--- config.mk ---
export PLATFORM = sky130hd
export DESIGN_NAME = job_fifo_with_cancel
export DESIGN_NICKNAME = d
export VERILOG_FILES = /design/src/rtl/core/jfc_pkg.sv /design/src/rtl/core/job_fifo_with_cancel.sv
export SDC_FILE = /design/constraint.sdc
export NUM_CORES = 1
export LEC_CHECK = 0
export BUFFER_PORTS_ARGS = -buffer_cell sky130_fd_sc_hd__buf_2
export CAP_MARGIN = 20
export CELL_PAD_IN_SITES_DETAIL_PLACEMENT = 1
export CELL_PAD_IN_SITES_GLOBAL_PLACEMENT = 1
export CORE_MARGIN = 2
export CORE_UTILIZATION = 55
export CTS_BUF_LIST = sky130_fd_sc_hd__clkbuf_8
export CTS_CLUSTER_DIAMETER = 50
export DETAILED_ROUTE_END_ITERATION = 12
export GPL_TIMING_DRIVEN = 0
export PLACE_DENSITY_LB_ADDON = 0.12
export SLEW_MARGIN = 40
export SYNTH_ARGS = -nofsm -noshare
export SYNTH_HDL_FRONTEND = slang
export SYNTH_SLANG_ARGS = --single-unit
--- constraint.sdc ---
create_clock -name clk_i -period 5.9 [get_ports clk_i]
set_clock_uncertainty 0.1 [all_clocks]
set_input_delay 1.18 -clock clk_i [delete_from_list [all_inputs] [get_ports clk_i]]
set_output_delay 1.18 -clock clk_i [all_outputs]
set_load 0.01 [all_outputs]
--- src/rtl/core/jfc_pkg.sv ---
package jfc_pkg;

  localparam int unsigned DepthDefault = 16;

  localparam int unsigned KeyWidth   = 16;
  localparam int unsigned PagesWidth = 16;
  localparam int unsigned CountWidth = 4;
  localparam int unsigned StatusWidth = 3;

  localparam logic [PagesWidth-1:0] PageLimitReset = 16'd50;

  localparam logic [1:0] OP_ENQUEUE = 2'd0;
  localparam logic [1:0] OP_DEQUEUE = 2'd1;
  localparam logic [1:0] OP_CANCEL  = 2'd2;
  localparam logic [1:0] OP_CLEAR   = 2'd3;

  localparam logic [StatusWidth-1:0] ST_OK       = 3'd0;
  localparam logic [StatusWidth-1:0] ST_PAGES    = 3'd1;
  localparam logic [StatusWidth-1:0] ST_FULL     = 3'd2;
  localparam logic [StatusWidth-1:0] ST_EMPTY    = 3'd3;
  localparam logic [StatusWidth-1:0] ST_NOTFOUND = 3'd4;

endpackage

--- src/rtl/core/job_fifo_with_cancel.sv ---
// Job queue with cancel by key.
// Input channel (in_valid_i/in_ready_o) carries one operation per transfer:
// enqueue, dequeue, cancel by key or clear. The output channel
// (out_valid_o/out_ready_i) returns exactly one result per operation, in order.
// The page limit is written through cfg_we_i/cfg_wdata_i; the user must write it
// only while the block is idle, as the block itself does not enforce this.
// Jobs live in a single-port-write, registered-read memory of DEPTH words.
// Enqueue, clear and any refused operation present their result in the cycle
// after the transfer. Dequeue waits for the registered memory read. Cancel
// streams through the held jobs at one per cycle, compacting survivors in place.
// A new operation is taken when the controller is idle and the output register
// is empty or being emptied in the same cycle; a stalled receiver therefore
// holds off further operations while its result waits.
// Reset empties the queue, drops any pending result and sets the page limit to
// 50; the memory contents are not cleared.
module job_fifo_with_cancel #(
  parameter int unsigned DEPTH = jfc_pkg::DepthDefault
) (
  input  logic                                clk_i,
  input  logic                                rst_ni,
  input  logic                                cfg_we_i,
  input  logic [jfc_pkg::PagesWidth-1:0]      cfg_wdata_i,
  input  logic                                in_valid_i,
  output logic                                in_ready_o,
  input  logic [1:0]                          op_i,
  input  logic [jfc_pkg::KeyWidth-1:0]        doc_key_i,
  input  logic [jfc_pkg::PagesWidth-1:0]      page_count_i,
  output logic                                out_valid_o,
  input  logic                                out_ready_i,
  output logic [jfc_pkg::StatusWidth-1:0]     status_o,
  output logic [jfc_pkg::KeyWidth-1:0]        job_key_o,
  output logic [jfc_pkg::PagesWidth-1:0]      job_pages_o,
  output logic [jfc_pkg::CountWidth-1:0]      job_count_o
);
  import jfc_pkg::*;

  localparam int unsigned AW = (DEPTH > 1) ? $clog2(DEPTH) : 1;
  localparam int unsigned CW = (AW + 1 > CountWidth) ? AW + 1 : CountWidth;
  localparam int unsigned DW = KeyWidth + PagesWidth;
  localparam logic [AW-1:0] LastSlot = AW'(DEPTH - 1);
  localparam logic [CW-1:0] DepthC   = CW'(DEPTH);
  localparam logic [CW-1:0] CountMax = CW'((1 << CountWidth) - 1);

  localparam logic [1:0] S_IDLE   = 2'd0;
  localparam logic [1:0] S_DEQ    = 2'd1;
  localparam logic [1:0] S_CANCEL = 2'd2;

  logic [1:0]            state_q, state_d;
  logic [AW-1:0]         head_q, head_d, tail_q, tail_d;
  logic [AW-1:0]         rd_ptr_q, rd_ptr_d, wr_ptr_q, wr_ptr_d;
  logic                  pend_q, pend_d, hit_q, hit_d;
  logic [KeyWidth-1:0]   cancel_key_q, cancel_key_d;
  logic [PagesWidth-1:0] page_limit_q;

  logic                   out_valid_q, out_valid_d;
  logic [StatusWidth-1:0] status_q, status_d;
  logic [KeyWidth-1:0]    job_key_q, job_key_d;
  logic [PagesWidth-1:0]  job_pages_q, job_pages_d;
  logic [CountWidth-1:0]  job_count_q;

  logic [DW-1:0] mem_q [DEPTH];
  logic [DW-1:0] rdata_q;
  logic          mem_we;
  logic [AW-1:0] mem_waddr, mem_raddr;
  logic [DW-1:0] mem_wdata;

  logic          in_xfer, out_free, load_out, empty, full;
  logic [CW-1:0] count_next;

  function automatic logic [AW-1:0] next_slot(input logic [AW-1:0] p);
    next_slot = (p == LastSlot) ? '0 : p + 1'b1;
  endfunction

  assign out_free   = !out_valid_q || out_ready_i;
  assign in_ready_o = (state_q == S_IDLE) && out_free;
  assign in_xfer    = in_valid_i && in_ready_o;
  assign empty      = (head_q == tail_q);
  assign full       = (next_slot(tail_q) == head_q);

  always_comb begin
    state_d      = state_q;
    head_d       = head_q;
    tail_d       = tail_q;
    rd_ptr_d     = rd_ptr_q;
    wr_ptr_d     = wr_ptr_q;
    pend_d       = 1'b0;
    hit_d        = hit_q;
    cancel_key_d = cancel_key_q;
    load_out     = 1'b0;
    status_d     = ST_OK;
    job_key_d    = '0;
    job_pages_d  = '0;
    mem_we       = 1'b0;
    mem_waddr    = tail_q;
    mem_wdata    = {doc_key_i, page_count_i};
    mem_raddr    = head_q;
    case (state_q)
      S_IDLE: begin
        if (in_xfer) begin
          case (op_i)
            OP_ENQUEUE: begin
              load_out = 1'b1;
              if (page_count_i > page_limit_q) begin
                status_d = ST_PAGES;
              end else if (full) begin
                status_d = ST_FULL;
              end else begin
                mem_we = 1'b1;
                tail_d = next_slot(tail_q);
              end
            end
            OP_DEQUEUE: begin
              if (empty) begin
                load_out = 1'b1;
                status_d = ST_EMPTY;
              end else begin
                state_d = S_DEQ;
              end
            end
            OP_CANCEL: begin
              if (empty) begin
                load_out = 1'b1;
                status_d = ST_EMPTY;
              end else begin
                state_d      = S_CANCEL;
                rd_ptr_d     = head_q;
                wr_ptr_d     = head_q;
                hit_d        = 1'b0;
                cancel_key_d = doc_key_i;
              end
            end
            default: begin
              load_out = 1'b1;
              head_d   = '0;
              tail_d   = '0;
            end
          endcase
        end
      end
      S_DEQ: begin
        load_out    = 1'b1;
        job_key_d   = rdata_q[DW-1:PagesWidth];
        job_pages_d = rdata_q[PagesWidth-1:0];
        head_d      = next_slot(head_q);
        state_d     = S_IDLE;
      end
      S_CANCEL: begin
        mem_raddr = rd_ptr_q;
        mem_waddr = wr_ptr_q;
        mem_wdata = rdata_q;
        if (rd_ptr_q != tail_q) begin
          rd_ptr_d = next_slot(rd_ptr_q);
          pend_d   = 1'b1;
        end
        if (pend_q) begin
          if (rdata_q[DW-1:PagesWidth] == cancel_key_q) begin
            hit_d = 1'b1;
          end else begin
            mem_we   = 1'b1;
            wr_ptr_d = next_slot(wr_ptr_q);
          end
        end else if (rd_ptr_q == tail_q) begin
          load_out = 1'b1;
          state_d  = S_IDLE;
          if (hit_q) begin
            tail_d = wr_ptr_q;
          end else begin
            status_d = ST_NOTFOUND;
          end
        end
      end
      default: begin
        state_d = S_IDLE;
      end
    endcase
  end

  always_comb begin
    if (tail_d >= head_d) begin
      count_next = CW'(tail_d) - CW'(head_d);
    end else begin
      count_next = CW'(tail_d) + DepthC - CW'(head_d);
    end
  end

  always_comb begin
    out_valid_d = out_valid_q && !out_ready_i;
    if (load_out) begin
      out_valid_d = 1'b1;
    end
  end

  always_ff @(posedge clk_i or negedge rst_ni) begin
    if (!rst_ni) begin
      state_q      <= S_IDLE;
      head_q       <= '0;
      tail_q       <= '0;
      rd_ptr_q     <= '0;
      wr_ptr_q     <= '0;
      pend_q       <= 1'b0;
      hit_q        <= 1'b0;
      page_limit_q <= PageLimitReset;
      out_valid_q  <= 1'b0;
    end else begin
      state_q     <= state_d;
      head_q      <= head_d;
      tail_q      <= tail_d;
      rd_ptr_q    <= rd_ptr_d;
      wr_ptr_q    <= wr_ptr_d;
      pend_q      <= pend_d;
      hit_q       <= hit_d;
      out_valid_q <= out_valid_d;
      if (cfg_we_i) begin
        page_limit_q <= cfg_wdata_i;
      end
    end
  end

  always_ff @(posedge clk_i) begin
    cancel_key_q <= cancel_key_d;
    if (load_out) begin
      status_q    <= status_d;
      job_key_q   <= job_key_d;
      job_pages_q <= job_pages_d;
      job_count_q <= (count_next > CountMax) ? CountMax[CountWidth-1:0]
                                             : count_next[CountWidth-1:0];
    end
  end

  always_ff @(posedge clk_i) begin
    if (mem_we) begin
      mem_q[mem_waddr] <= mem_wdata;
    end
    rdata_q <= mem_q[mem_raddr];
  end

  assign out_valid_o = out_valid_q;
  assign status_o    = status_q;
  assign job_key_o   = job_key_q;
  assign job_pages_o = job_pages_q;
  assign job_count_o = job_count_q;

  a_ready_only_idle: assert property (@(posedge clk_i) disable iff (!rst_ni)
    in_ready_o |-> state_q == S_IDLE)
    else $error("input taken while an operation is in progress");

  a_cancel_no_result: assert property (@(posedge clk_i) disable iff (!rst_ni)
    state_q == S_CANCEL |-> !out_valid_q)
    else $error("result pending during a cancel pass");

  a_deq_result: assert property (@(posedge clk_i) disable iff (!rst_ni)
    state_q == S_DEQ |=> out_valid_o && status_o == ST_OK)
    else $error("dequeue did not present its job");

  a_page_refusal: assert property (@(posedge clk_i) disable iff (!rst_ni)
    in_xfer && op_i == OP_ENQUEUE && page_count_i > page_limit_q
    |=> out_valid_o && status_o == ST_PAGES)
    else $error("oversized job not refused");

  a_cancel_ptr_order: assert property (@(posedge clk_i) disable iff (!rst_ni)
    state_q == S_CANCEL && !hit_q |-> wr_ptr_q == rd_ptr_q || pend_q)
    else $error("compaction pointer ran ahead without a match");

endmodule

==> flow_metrics.tcl, run 1 <==
set metrics [dict create \
    min_period_ns 4.63 \
    timing.rr.end "mem_q[15][13]" \
    wl_met1_um 27100 \
    drive_gt1_frac 0.281 \
    drv_cap 0 \
    antenna_found_initial 1 \
    synth-seq-cells 636 \
    dieHeight_um 220 \
    ir_drop_mv 0.267 \
    grt_pass1_wl_um 100000 \
    cts_inserted_buffers 104 \
    r2r_slack_ns 1.40 \
    yosys_warnings 0 \
    clkPwrFrac 0.237 \
    critPathMaxFanout 6 \
    regArea_mm2 0.0186 \
    drc 0 \
    start_util 0.554 \
    endpoint "mem_q[15][13]" \
    internal_power_mw 9.91 \
    synth_edf_count 567 \
    critical_path_class "primary input to flip-flop" \
    ys_seq_area_frac 0.724 \
    routed_wl_um 67700 \
    portBuffers 95 \
    max_slew_margin 0.390 \
    n_antenna_cell 0 \
    worstPathArrival_ns 4.93 \
    wl_per_cell_um 28.0 \
    fin_util 0.644 \
    hold_class "primary input to asynchronous set/reset pin" \
    top_layer_used "met4" \
    r2r_cells 12 \
    synth_nets 1556 \
    p_seq_frac 0.422 \
    ys_types 64 \
    grt_max_degree 38 \
    rsz0062_at_grt "no" \
    p_per_area_mw_per_mm2 510 \
    wl_met3_um 4290 \
    via_per_inst 6.04 \
    rows 79 \
    swShare 0.349 \
    hold_viol_final 0 \
    timing_max_transition_violations_final 0 \
    setup_viol 0 \
    crit_path_end_kind "flip-flop" \
    outcome "finished, final reports clean" \
    combPwrFrac 0.342 \
    clock_path_buffers 3 \
    clock_latency_ns 0.71 \
    ios 96 \
    final.setup.worst_slack_ns 1.27 \
    worst_pin_slew_ns 0.897 \
    ant_nets 0 \
    period_share 0.785 \
    syn-cell-area_mm2 0.0257 \
    start_kind "primary input" \
    p_leak_nw 10.6 \
    place_ws_ns 0.642 \
    power.switching_mw 5.31 \
    power.total_mw 15.2 \
    synthArstFlopShare 0.0582 \
    cts_setup_buffers 0 \
    grt_overflow_total 0 \
    path_clk_slew_ns 0.06 \
    dpl.hpwl_um 45700 \
    dieArea_mm2 0.0484 \
    firstDrtPassIters 7 \
    nFillCells 4105 \
    drt_first_iter_violations 1124 \
    cts-root-buf "clkbuf_8" \
    syn2layout_area_growth_pct 16.3 \
    gp_congestion 0.814 \
    vias 14600 \
    timing.rr.start "page_limit_q[5]" \
    ctsHoldBuffers 0 \
    grt_pass1_vias 15800 \
    cts_tree "done" \
    stdcell_area_mm2 0.0299 \
    multi_input_area_mm2 0.00667 \
    placed_cell_area_mm2 0.0279 \
    die_w_um 220 \
    cts_max_level 3 \
    ctsResizeCount 0 \
    cts.sinks 636 \
    met2_length_um 34500 \
    max_freq_ghz 0.216 \
    final_nets 1808 \
    syn_avg_cell_area_um2 17.4 \
    fin_hold_ws_ns 0.358 \
    grt_usage 0.291 \
    synth_ff_type "edfxtp_1" \
    syn-instance-count 1472 \
    core_area_mm2 0.0464 \
    crit_start "page_count_i[15]" \
    required_ns 6.20 \
]
[power by group through the flow]
stage / Clock (mW) / Sequential [mW] / Combinational (mW)
global route: 3.86 / 6.47 / 5.61
floorplan: 0 / 6.45 / 3.30
finish: 3.60 / 6.42 / 5.20
detailed placement: 0 / 6.51 / 5.18
CTS: 3.67 / 6.42 / 5.22
global placement: 0 / 6.50 / 4.75
[cell type report]
| class | count | share of cell area |
|---|---|---|
| Multi-Input combinational cell | 730 | 0.224 |
| Clock buffer | 114 | 0.0526 |
| Buffer | 76 | 0.0161 |
| Tap cell | 607 | 0.0254 |
| Inverter | 30 | 0.00377 |
| Timing Repair Buffer | 146 | 0.0424 |
| Sequential cell | 636 | 0.623 |
| Clock inverter | 78 | 0.0132 |
[kinds of logic after synthesis]
kind of cell	count (synthesis)	synth area share
adders and majority gates	29	0.0144
DFF	636	0.724
muxes	135	0.115
and+or+nand+nor	360	0.0649
buffers and inverters	106	0.0227
AOI/OAI and AO/OA	177	0.0486
xor gates and xnor gates	29	0.00989
[metrics by stage]
| stage | instances | setup TNS [ns] |
|---|---|---|
| 2_1_floorplan | 1472 | 0 |
| 3_3_place_gp | 2174 | -722.19 |
| 3_5_place_dp | 2224 | 0 |
| 4_1_cts | 2416 | 0 |
| 5_1_grt | 2417 | 0 |
| 6_report | 2417 | 0 |
[cell usage in the layout (no fill, tap or decap), types with 4 or more instances in the layout]
master	Yosys	final
edfxtp_1	567	567
nand2_1	200	200
mux4_2	128	128
buf_2	19	124
clkbuf_8	0	114
inv_1	30	67
and2_1	67	67
a31oi_1	46	43
o21ai_0	37	36
dfrtp_1	34	34
dfxtp_1	32	32
clkbuf_1	37	31
ha_1	28	28
a21oi_1	25	25
buf_4	7	24
xnor2_1	23	23
nor2_1	32	20
clkinv_1	0	20
buf_16	0	19
a211oi_2	18	18
a211oi_1	15	15
nand4_1	12	12
nor2_4	0	12
clkinv_2	0	11
nand3_1	10	9
buf_8	4	9
clkbuf_2	0	7
nand2b_1	6	6
nor3_1	10	6
xor2_1	6	6
buf_12	5	6
o21a_1	5	5
clkinvlp_4	0	5
a21o_1	4	4
mux2_2	4	4
nor3_2	0	4
[registers in the layout, summed over array words and instances (netlist names)]
name	flops
job_count_o	4
state_q	2
rd_ptr_q	4
wr_ptr_q	4
rdata_q	32
hit_q	1
page_limit_q	16
head_q	4
out_valid_o	1
cancel_key_q	16
job_key_o	16
tail_q	4
job_pages_o	16
mem_q	512
pend_q	1
status_o	3
[synthesized netlist by cell type (12+ instances only)]
library cell / count / area share
buf_2: 19 / 0.0037
a21oi_1: 25 / 0.0049
xnor2_1: 23 / 0.0078
clkbuf_1: 37 / 0.0054
edfxtp_1: 567 / 0.66
a211oi_1: 15 / 0.0044
inv_1: 30 / 0.0044
nand2_1: 200 / 0.029
nand4_1: 12 / 0.0029
mux4_2: 128 / 0.11
dfrtp_1: 34 / 0.033
a31oi_1: 46 / 0.011
a211oi_2: 18 / 0.0088
and2_1: 67 / 0.016
o21ai_0: 37 / 0.0072
nor2_1: 32 / 0.0047
ha_1: 28 / 0.014
dfxtp_1: 32 / 0.025
[layer usage]
metal	track usage	up-vias
met5	0	-
met4	0.0951	0
met3	0.0639	127
met2	0.500	542
met1	0.369	7668
li1	-	6268
[worst min-delay path by stage]
stage,cells after the start,to,startpoint
floorplan,2,page_limit_q[1],page_limit_q[1]
global placement,2,page_limit_q[5],page_limit_q[5]
detailed placement,1,page_limit_q[0],page_limit_q[0]
CTS,1,wr_ptr_q[3],rst_ni
global route,1,page_limit_q[3],rst_ni
finish,1,wr_ptr_q[3],rst_ni
[critical path, stage by stage]
cell and delay (ns):
buf_2 0.15, ha_1 0.34, nand4_1 0.16, or3_1 0.23
a21oi_1 0.08, nor4_1 0.53, o21ai_0 0.35, o31a_1 0.43
nor3_2 0.72, buf_4 0.30, buf_2 0.23, buf_4 0.20
Power figures use the tool's default switching activity.
==> run 2, diff against run 1 <==
==> constraint.sdc (replaced) <==
create_clock -name clk_i -period 4.6 [get_ports clk_i]
set_clock_uncertainty 0.1 [all_clocks]
set_input_delay 0.92 -clock clk_i [delete_from_list [all_inputs] [get_ports clk_i]]
set_output_delay 0.92 -clock clk_i [all_outputs]
set_load 0.01 [all_outputs]
==> flow_metrics.tcl, run 2 (same netlist as run 1, synthesis figures left out) <==
set metrics [dict create \
    grt_usage 0.291 \
    layout_commonest_cell "edfxtp_1" \
    crit_start "page_limit_q[5]" \
    max_freq_ghz 0.235 \
    fin_util 0.644 \
    period_share 0.924 \
    dieArea_mm2 0.0484 \
    p_leak_nw 10.6 \
    start_util 0.554 \
    firstDrtPassIters 7 \
    syn2layout_area_growth_pct 16.4 \
    start_kind "flip-flop" \
    clock_path_buffers 3 \
    critPathMaxFanout 7 \
    r2r_cells 17 \
    drc 0 \
    endpoint "job_count_o[2]" \
    via_per_inst 6.02 \
    met2_usage 0.500 \
    largest_reg_flops 512 \
    worstPathArrival_ns 4.59 \
    routed_wl_um 67900 \
    ir_drop_mv 0.343 \
    outcome "finished, final reports clean" \
    gp_congestion 0.814 \
    fin_hold_ws_ns 0.0979 \
    reg_top3 "mem_q x512, rdata_q x32" \
    vias 14600 \
    final_cell_mix "edfxtp_1, nand2_1, mux4_2, buf_2, clkbuf_8" \
    hold_class "primary input to asynchronous set/reset pin" \
    min_period_ns 4.25 \
    grt_max_degree 38 \
    cts_tree "done" \
    drive_gt1_frac 0.283 \
    stdcell_area_mm2 0.0299 \
    nFillCells 4105 \
    wl_per_cell_um 28.1 \
    placed_cell_area_mm2 0.0279 \
    clock_latency_ns 0.71 \
    ant_nets 0 \
    timing.rr.end "job_count_o[2]" \
    required_ns 4.94 \
    cts.sinks 636 \
    regMostFlops "mem_q" \
    timing.rr.start "page_limit_q[5]" \
    hold_viol_final 0 \
    grt_busiest_layer "met2" \
    ios 96 \
    portBuffers 95 \
    rsz0062_at_grt "no" \
    rows 79 \
    grt_overflow_total 0 \
    drt_first_iter_violations 1138 \
    die_w_um 220 \
    cts_max_level 3 \
    core_area_mm2 0.0464 \
    grt_pass1_vias 15800 \
    final_nets 1808 \
    cts_inserted_buffers 104 \
    r2r_slack_ns 0.35 \
    p_per_area_mw_per_mm2 654 \
    antenna_found_initial 1 \
    ctsHoldBuffers 0 \
    timing_max_transition_violations_final 0 \
    dieHeight_um 220 \
    setup_viol 0 \
    cts-root-buf "clkbuf_8" \
    crit_path_end_kind "flip-flop" \
    finalSetupTns_ns 0 \
    ctsResizeCount 0 \
    dpl.hpwl_um 45700 \
    regArea_mm2 0.0186 \
    cts_setup_buffers 0 \
    drv_cap 0 \
    path_clk_slew_ns 0.06 \
    multi_input_area_mm2 0.00669 \
    grt_pass1_wl_um 100000 \
    n_antenna_cell 0 \
    max_slew_margin 0.412 \
    worst_pin_slew_ns 0.865 \
    critical_path_class "flip-flop to flip-flop" \
    met1_usage 0.369 \
    grt.met3_usage 0.0639 \
]
-- run 2: cell types whose count changed in the layout (fill, tap and decap cells not counted) --
cell     change
nand2_1      -1
nand2_2      +1
nor3_2       -1
nor3_4       +1
nor3b_1      -1
nor3b_2      +1
nor4_1       -1
nor4_2       +1
-- run 2: critical path: stages, from the launching register on --
cell	delay, ns
dfstp_2	0.53
inv_1	0.05
ha_1	0.29
a41o_1	0.21
a21oi_1	0.11
nor3_1	0.10
or4_1	0.59
nand2_2	0.22
a41oi_1	0.22
a31oi_1	0.34
ha_1	0.30
nor2b_1	0.13
o21ai_0	0.15
nand2b_1	0.11
a31oi_1	0.19
xor2_1	0.09
nand3b_1	0.15
nand2_1	0.08
-- run 2: cell type report --
type,instances,area share
clock inverter,78,0.0132
sequential,636,0.623
buffer,76,0.0160
timing repair buffer,146,0.0424
multi-input combinational,730,0.224
tap,607,0.0254
clock buffer,114,0.0525
inverter,30,0.00377
-- run 2: how the worst min path moves through the flow --
| stage | end | cells after the start | slack [ns] | from |
|---|---|---|---|---|
| detailed placement | page_limit_q[0] | 1 | 0.41 | page_limit_q[0] |
| floorplan | page_limit_q[1] | 2 | 0.38 | page_limit_q[1] |
| global route | page_limit_q[3] | 1 | 0.11 | rst_ni |
| finish | wr_ptr_q[3] | 1 | 0.1 | rst_ni |
| global placement | page_limit_q[5] | 2 | 0.40 | page_limit_q[5] |
| CTS | wr_ptr_q[3] | 1 | 0.07 | rst_ni |
-- run 2: metal layers --
metal,share of wire,vias to the layer above
li1,-,6270
met1,0.40,7634
met2,0.51,529
met3,0.063,126
met4,0.027,0
met5,0,-
-- run 2: per-stage QoR --
step / cells / setup slack [ns] / total power, mW
after global placement: 2174 / -4.00 / 14.4
after detailed placement: 2224 / -0.398 / 15.0
final: 2417 / 0.351 / 19.5
after global routing: 2417 / 0.0319 / 20.5
after CTS: 2416 / 0.149 / 19.6
after floorplan: 1472 / -0.631 / 12.5
-- run 2: report_power, final --
| group | internal [mW] | switching (mW) |
|---|---|---|
| sequential | 7.89 | 0.349 |
| combinational | 2.44 | 4.23 |
| clock | 2.39 | 2.24 |
| total | 12.7 | 6.83 |
==> run 3, diff against run 2 <==
--- a/config.mk
+++ b/config.mk
@@ -9,13 +9,12 @@
 export CAP_MARGIN = 20
 export CELL_PAD_IN_SITES_DETAIL_PLACEMENT = 1
 export CELL_PAD_IN_SITES_GLOBAL_PLACEMENT = 1
-export CORE_MARGIN = 2
 export CORE_UTILIZATION = 55
 export CTS_BUF_LIST = sky130_fd_sc_hd__clkbuf_8
 export CTS_CLUSTER_DIAMETER = 50
 export DETAILED_ROUTE_END_ITERATION = 12
 export GPL_TIMING_DRIVEN = 0
-export PLACE_DENSITY_LB_ADDON = 0.12
+export PLACE_DENSITY = 0.82
 export SLEW_MARGIN = 40
 export SYNTH_ARGS = -nofsm -noshare
 export SYNTH_HDL_FRONTEND = slang
==> flow_metrics.tcl, run 3 (same netlist as run 1, synthesis figures left out) <==
set metrics [dict create \
    critPathMaxFanout 7 \
    syn2layout_area_growth_pct 16.1 \
    power.switching_mw 6.96 \
    worst_pin_slew_ns 0.886 \
    max_freq_ghz 0.228 \
    regArea_mm2 0.0186 \
    finalSetupTns_ns 0 \
    cts.sinks 636 \
    drc 0 \
    final_nets 1806 \
    clock_latency_ns 0.68 \
    gp_congestion 0.834 \
    max_slew_margin 0.409 \
    internal_power_mw 12.8 \
    drv_cap 0 \
    p_seq_frac 0.419 \
    min_period_ns 4.39 \
    final_cell_mix "edfxtp_1, nand2_1, mux4_2, buf_2, clkbuf_8" \
    stdcell_area_mm2 0.0298 \
    cts_inserted_buffers 101 \
    vias 15100 \
    crit_path_end_kind "flip-flop" \
    rows 78 \
    regMostFlops "mem_q" \
    grt_pass1_vias 16300 \
    grt_max_degree 38 \
    dieHeight_um 218 \
    worstPathArrival_ns 4.66 \
    largest_reg_flops 512 \
    wl_per_cell_um 29.4 \
    path_clk_slew_ns 0.06 \
    p_leak_nw 10.6 \
    combPwrFrac 0.344 \
    critical_path_class "flip-flop to flip-flop" \
    antenna_found_initial 1 \
    outcome "finished, final reports clean" \
    nFillCells 3976 \
    met2_length_um 35600 \
    placed_cell_area_mm2 0.0278 \
    rsz0062_at_grt "no" \
    swShare 0.353 \
    core_area_mm2 0.0457 \
    hold_class "primary input to asynchronous set/reset pin" \
    ir_drop_mv 0.368 \
    grt_usage 0.307 \
    timing_max_transition_violations_final 0 \
    hold_viol_final 0 \
    setup_viol 0 \
    wl_met3_um 5600 \
    cts_tree "done" \
    reg_top3 "mem_q x512, rdata_q x32" \
    grt_pass1_wl_um 104000 \
    portBuffers 95 \
    routed_wl_um 70500 \
    clock_path_buffers 3 \
    dieArea_mm2 0.0475 \
    ant_nets 0 \
    firstDrtPassIters 5 \
    drive_gt1_frac 0.281 \
    fin_hold_ws_ns 0.113 \
    die_w_um 218 \
    wl_met1_um 26800 \
    cts_max_level 3 \
    start_util 0.562 \
    multi_input_area_mm2 0.00669 \
    n_antenna_cell 0 \
    p_per_area_mw_per_mm2 662 \
    cts-root-buf "clkbuf_8" \
    top_layer_used "met4" \
    start_kind "flip-flop" \
    required_ns 4.87 \
    layout_commonest_cell "edfxtp_1" \
    grt_overflow_total 0 \
    dpl.hpwl_um 46300 \
    fin_util 0.653 \
    clkPwrFrac 0.237 \
    power.total_mw 19.7 \
    cts_setup_buffers 0 \
    via_per_inst 6.29 \
    ios 96 \
    period_share 0.954 \
    drt_first_iter_violations 1548 \
]
[run 3: layout make-up]
class / instances / area share
Sequential cell: 636 / 0.624
Clock buffer: 113 / 0.0522
Tap cell: 600 / 0.0252
Buffer: 76 / 0.0160
Multi-Input combinational cell: 730 / 0.225
Timing Repair Buffer: 147 / 0.0417
Clock inverter: 69 / 0.0128
Inverter: 30 / 0.00378
[run 3: worst max-delay path, stage by stage, from the launching register on]
cell,delay (ns)
dfstp_2,0.52
inv_1,0.05
ha_1,0.31
a41o_1,0.23
a21oi_1,0.12
nor3_1,0.09
nor4_2,0.47
o21ai_1,0.25
o31a_1,0.41
nor3_2,0.56
buf_2,0.34
buf_4,0.23
buf_4,0.19
buf_2,0.22
[run 3: per-stage QoR]
| stage | setup WS [ns] | std cells |
|---|---|---|
| 2_1_floorplan | -0.631 | 1472 |
| 3_3_place_gp | -3.94 | 2167 |
| 3_5_place_dp | -0.533 | 2219 |
| 4_1_cts | 0.0842 | 2401 |
| 5_1_grt | 0.0826 | 2401 |
| 6_report | 0.213 | 2401 |
[run 3: worst paths after layout]
check / start / endpoint / slack (ns) / cells past startpoint
max in group asynchronous: rst_ni / page_limit_q[8] / 3.90 / 1
min in group clk_i: cfg_wdata_i[15] / page_limit_q[15] / 0.34 / 3
max reg2reg: page_limit_q[5] / mem_q[11][19] / 0.21 / 13
min: rst_ni / tail_q[3] / 0.11 / 1
min reg2reg: page_limit_q[0] / page_limit_q[0] / 0.42 / 1
max: page_limit_q[5] / mem_q[11][19] / 0.21 / 13
[run 3: per-layer routing]
metal,vias to the layer above,GRT usage
li1,6258,-
met1,7902,0.392
met2,774,0.515
met3,161,0.0590
met4,0,0.130
met5,-,0
[run 3: power groups by stage]
stage          combinational (mW)  sequential, mW  clock [mW]
4_1_cts                      6.77            8.26        4.74
3_5_place_dp                 6.67            8.36           0
6_report                     6.80            8.26        4.68
3_3_place_gp                 5.98            8.34           0
2_1_floorplan                4.23            8.28           0
5_1_grt                      7.24            8.31        4.95
[run 3: what timing repair did]
action	4_1_cts	5_1_grt
endpoints found under the setup margin	7	4
cloned	0	0
gates resized for setup	1	3
hold buffers	0	0
